==> src/sv/online_cosine_leader_clustering_top_defines.svh <==
// Assertion macros for the online cosine leader clustering block
`ifndef ONLINE_COSINE_LEADER_CLUSTERING_TOP_DEFINES_SVH
`define ONLINE_COSINE_LEADER_CLUSTERING_TOP_DEFINES_SVH

// same-cycle implication, held off while reset is high
`define OCLC_ASSERT_IMPL(name, clk, rst, ante, cons) \
   name: assert property (@(posedge clk) disable iff (rst) (ante) |-> (cons)) \
      else $error("oclc assertion failed");

// next-cycle implication, held off while reset is high
`define OCLC_ASSERT_NEXT(name, clk, rst, ante, cons) \
   name: assert property (@(posedge clk) disable iff (rst) (ante) |=> (cons)) \
      else $error("oclc assertion failed");

`endif

==> src/sv/oclc_pkg.sv <==
// Shared types, constants and command/status bundles for the clustering block
package oclc_pkg;

   localparam int MAX_CLUSTERS_DEF   = 64;
   localparam int MAX_DIMENSIONS_DEF = 256;

   localparam int ELEM_W     = 16;
   localparam int DIM_W      = 9;
   localparam int THR_W      = 16;
   localparam int IDX_W      = 6;
   localparam int COUNT_W    = 16;
   localparam int CSR_IDX_W  = 4;
   localparam int CSR_DATA_W = 16;

   localparam logic [THR_W-1:0]     THR_RESET = 16'd26214;
   localparam logic [DIM_W-1:0]     DIM_RESET = 9'd256;
   localparam logic [CSR_IDX_W-1:0] CSR_JOIN_THRESHOLD    = 4'd0;
   localparam logic [CSR_IDX_W-1:0] CSR_DIMENSIONS_IN_USE = 4'd1;

   typedef struct packed {
      logic signed [ELEM_W-1:0] element;
      logic                     last_element;
   } req_type;

   typedef struct packed {
      logic [IDX_W-1:0]         cluster_index;
      logic                     spawned;
      logic signed [ELEM_W-1:0] best_similarity;
      logic [COUNT_W-1:0]       member_total;
      logic                     store_full;
      logic                     skipped;
   } rsp_type;

   typedef struct packed {
      logic check;
      logic na_start;
      logic stream_start;
      logic nb_start;
      logic den_load;
      logic sim_div_start;
      logic compare;
      logic decide;
      logic spawn_start;
      logic count_read;
      logic upd_mul;
      logic upd_num;
      logic upd_div_start;
      logic upd_write;
      logic finish;
   } cmd_type;

   typedef struct packed {
      logic mismatch;
      logic no_clusters;
      logic stream_busy;
      logic sqrt_busy;
      logic div_busy;
      logic last_cluster;
      logic spawn_new;
      logic last_dim;
      logic out_free;
   } status_type;

endpackage

==> src/sv/oclc_ctrl.sv <==
// Controller: sequences load, centroid scan, spawn sweep and mean update
module oclc_ctrl (
   input  logic                 clock,
   input  logic                 reset,
   input  logic                 req_valid,
   input  logic                 req_last,
   output logic                 req_ready,
   input  oclc_pkg::status_type status,
   output oclc_pkg::cmd_type    cmd
);
   import oclc_pkg::*;

   typedef enum logic [4:0] {
      IDLE, CHECK, NA_GO, NA_WAIT, CL_GO, CL_WAIT, NB_GO, NB_WAIT, CL_MUL,
      SIM_GO, SIM_WAIT, CL_CMP, DECIDE, SP_GO, SP_WAIT, CNT_RD, UP_RD,
      UP_DATA, UP_NUM, UP_GO, UP_WAIT, UP_WR, FIN
   } state_type;

   state_type state_ff, state_in;

   always_ff @(posedge clock) begin
      if (reset) begin
         state_ff <= IDLE;
      end else begin
         state_ff <= state_in;
      end
   end

   assign req_ready = state_ff == IDLE;

   always_comb begin
      state_in = state_ff;
      cmd      = '0;
      unique case (state_ff)
         IDLE: begin
            if (req_valid && req_last) state_in = CHECK;
         end
         CHECK: begin
            cmd.check = 1'b1;
            if (status.mismatch) state_in = FIN;
            else if (status.no_clusters) state_in = DECIDE;
            else state_in = NA_GO;
         end
         NA_GO: begin
            cmd.na_start = 1'b1;
            state_in     = NA_WAIT;
         end
         NA_WAIT: begin
            if (!status.sqrt_busy) state_in = CL_GO;
         end
         CL_GO: begin
            cmd.stream_start = 1'b1;
            state_in         = CL_WAIT;
         end
         CL_WAIT: begin
            if (!status.stream_busy) state_in = NB_GO;
         end
         NB_GO: begin
            cmd.nb_start = 1'b1;
            state_in     = NB_WAIT;
         end
         NB_WAIT: begin
            if (!status.sqrt_busy) state_in = CL_MUL;
         end
         CL_MUL: begin
            cmd.den_load = 1'b1;
            state_in     = SIM_GO;
         end
         SIM_GO: begin
            cmd.sim_div_start = 1'b1;
            state_in          = SIM_WAIT;
         end
         SIM_WAIT: begin
            if (!status.div_busy) state_in = CL_CMP;
         end
         CL_CMP: begin
            cmd.compare = 1'b1;
            state_in    = status.last_cluster ? DECIDE : CL_GO;
         end
         DECIDE: begin
            cmd.decide = 1'b1;
            state_in   = status.spawn_new ? SP_GO : CNT_RD;
         end
         SP_GO: begin
            cmd.spawn_start = 1'b1;
            state_in        = SP_WAIT;
         end
         SP_WAIT: begin
            if (!status.stream_busy) state_in = FIN;
         end
         CNT_RD: begin
            cmd.count_read = 1'b1;
            state_in       = UP_RD;
         end
         UP_RD: begin
            state_in = UP_DATA;
         end
         UP_DATA: begin
            cmd.upd_mul = 1'b1;
            state_in    = UP_NUM;
         end
         UP_NUM: begin
            cmd.upd_num = 1'b1;
            state_in    = UP_GO;
         end
         UP_GO: begin
            cmd.upd_div_start = 1'b1;
            state_in          = UP_WAIT;
         end
         UP_WAIT: begin
            if (!status.div_busy) state_in = UP_WR;
         end
         UP_WR: begin
            cmd.upd_write = 1'b1;
            state_in      = status.last_dim ? FIN : UP_RD;
         end
         FIN: begin
            if (status.out_free) begin
               cmd.finish = 1'b1;
               state_in   = IDLE;
            end
         end
         default: state_in = IDLE;
      endcase
   end
endmodule

==> config.mk <==
export PLATFORM = sky130hd
export DESIGN_NAME = oclc_ctrl
export DESIGN_NICKNAME = d
export VERILOG_FILES = /design/src/sv/online_cosine_leader_clustering_top_defines.svh /design/src/sv/oclc_pkg.sv /design/src/sv/oclc_ctrl.sv
export SDC_FILE = /design/constraint.sdc
export NUM_CORES = 1
export LEC_CHECK = 0
export BUFFER_PORTS_ARGS = -buffer_cell sky130_fd_sc_hd__buf_2
export CORE_UTILIZATION = 25
export CTS_CLUSTER_SIZE = 40
export DETAILED_ROUTE_END_ITERATION = 10
export GPL_TIMING_DRIVEN = 0
export HOLD_SLACK_MARGIN = 0.15
export PLACE_DENSITY = 0.49
export SLEW_MARGIN = 25
export SYNTH_ARGS = -nofsm -noshare
export SYNTH_HDL_FRONTEND = slang
export SYNTH_SLANG_ARGS = --single-unit
export TNS_END_PERCENT = 100
==> constraint.sdc <==
create_clock -name clock -period 1.55 [get_ports clock]
set_clock_uncertainty 0.15 [all_clocks]
set_input_delay 0.31 -clock clock [delete_from_list [all_inputs] [get_ports clock]]
set_output_delay 0.31 -clock clock [all_outputs]
set_load 0.03 [all_outputs]
==> results.yml <==
final_layout:
  fin_nets: 163
  design_area_um2: 1430
  num_antenna_cells: 0
  utilization: 0.571
  largest_register_ffs: 5
  area_delta_synth_final_pct: 115
  final_cells: 179
  largest_register: "state_ff"
  reg.largest.list: "state_ff x5"
  layout-drive-gt1-share: 0.651
power_and_ir_drop:
  power.density_nw_per_um2: 2120
  power_leakage_nw: 0.551
  finalPower_mw: 3.03
  max-vdd-ir-drop_mv: 0.945
floorplanning:
  io_pins: 29
  dieArea_um2: 2870
  row_count: 18
  fp.coreArea_um2: 2500
  initial_core_util: 0.266
  die_w_um: 53.6
  die_y_um: 53.6
drt:
  drt-wirelength-per-cell_um: 14.6
  drt_first_iter_violations: 2
  first_pass_iters: 2
  antenna_violating_nets_post_route: 0
  num_vias: 917
  route.detailed.drc: 0
  wirelength_um: 2610
  via_per_inst: 5.12
sta:
  fin_crit_sh: 1.21
  fin_ws_ns: -0.323
  holdWs_ns: 0.284
  setup_viol: 21
  setup_tns_ns: -5.11
  period_needed_ns: 1.87
  rsz0062_at_grt: "true"
  hold_viol: 0
  fmax_mhz: 534
  relSlewSlack: 0.746
  slew_viol_final: 0
  tightestPinTransition_ns: 0.379
setup_path:
  crit_type: "reg -> reg"
  crit_required_ns: 1.52
  cp_slowest_cell: "or3_4"
  crit_top_cell: "buf_6"
  cp-end-kind: "flop"
  startpoint_type: "flop"
  arrival_ns: 1.84
  r2r_cells: 7
  cp_cell_sequence: "buf_6 -> or3_4 -> o22a_1 -> nand4_4 -> buf_6 -> mux2i_1 -> nor2_1"
  worstPathMaxFanout: 8
  slowest_delay_ns: 0.43
clocking:
  clk_pin_slew_worst_paths_ns: 0.04
  clock-sinks: 5
  clk_root_buffer_cell: "clkbuf_4"
  cts_made_buffers: 3
  insertion_delay_ns: 0.23
  clock_path_buffers: 2
  cts_htree_levels: 1
  cts_tree: "done"
global_route:
  track_usage: 0.196
  grt_antenna_before_repair: 0
  grt-ovfl-total: 0
  grt_pass1_vias: 900
  grt_pass1_wl_um: 4150
  grt_max_degree: 11
hold_path:
  worstHoldPathType: "in -> reg"
  holdPathStages: 3
status:
  violations: "negative setup slack"
  status: "finished with violations"
logic_synthesis:
  ys_seq_area_frac: 0.151
  synth_edf_count: 0
  synth.distinct_cells: 38
  syn_avg_cell_area_um2: 6.92
  syn_inst: 96
  synth-seq-cells: 5
  ys.flop_type: "dfxtp_1"
  syn-num-nets: 109
  yosys_warnings: 0
  async_reset_ff_frac: 0
  synthesis.area_um2: 664
flow_run:
  cap_viol_max_count: 0
placement:
  gp_congestion: 0.748
  dp_cells: 154
  numPortBuffers: 28
  dp_slack_ns: -0.420
  place_area_um2: 986
  dp.final_hpwl_um: 1580
cell families after synthesis:
group                      after synthesis  share of synthesized area
buffers and inverters                   13                      0.105
muxes                                    1                     0.0151
AOI/OAI and AO/OA                       25                      0.262
adders and majority gates                1                     0.0151
and+or+nand+nor                         51                      0.452
DFF                                      5                      0.151
Yosys cell counts, drive strengths merged (3+ instances only):
cell	number	area (um^2)
nor2	15	56.3
buf	7	47.5
o21ai	7	35.0
a21oi	5	25.0
dfxtp	5	100
nand2b	5	31.3
nor2b	5	31.3
inv	4	15.0
nand2	4	15.0
nor3	4	20.0
a211oi	3	22.5
nand3	3	15.0
nor4	3	18.8
placed cells by master (no fill, tap or decap), drive strengths merged, types with 2 or more instances in the layout:
cell     instances
nand2            4
nand3            3
nor2b            5
nand2b           5
clkbuf           5
dfxtp            5
nor4bb           2
nor3b            2
nor4             3
buf             56
or3              2
a211oi           3
nor2            15
nor3             4
a21oi            5
o21ai            7
a2111oi          2
inv              4
power breakdown:
part	switching, mW	internal, mW	total [mW]
Sequential	0.0747	0.207	0.282
Clock	0.0448	0.0968	0.142
Combinational	1.31	1.29	2.60
area by class of cell:
class | count | area (um^2)
buffer | 9 | 128
timing repair buffer | 49 | 405
inverter | 4 | 15.0
multi-input combinational | 78 | 703
sequential | 5 | 111
clock buffer | 4 | 26.3
tap | 30 | 37.5
fill | 235 | 1070
metal layers:
layer / global-route usage / vias up / wire, um
li1: - / 458 / -
met1: 0.245 / 446 / 1170
met2: 0.379 / 13 / 1390
met3: 0.0169 / 0 / 51
met4: 0 / 0 / 0
met5: 0 / - / 0
repair_timing:
item                                   in CTS  in global routing
pin swaps                                   7                  9
hold buffers                                1                  0
resized for setup                          61                 12
buffers inserted                           15                  4
setup endpoints to repair                  21                 21
gates cloned                                1                  0
endpoints found under the hold margin       1                  0
critical path: cells and delay by family, from the launching register on:
kind / cells / cell delay, ns
buffers and inverters: 2 / 0.24
AO/OA/AOI/OAI: 1 / 0.27
flip-flops: 1 / 0.31
multiplexers: 1 / 0.18
AND/OR/NAND/NOR: 3 / 0.61
path summary, 6_finish.rpt:
kind	endpoint	from	slack, ns
setup / recovery	state_ff[0]	state_ff[3]	-0.32
hold / removal	state_ff[3]	status[3]	0.28
hold reg to reg	state_ff[2]	state_ff[2]	0.52
setup reg to reg	state_ff[0]	state_ff[3]	-0.32
Power figures use the tool's default switching activity.
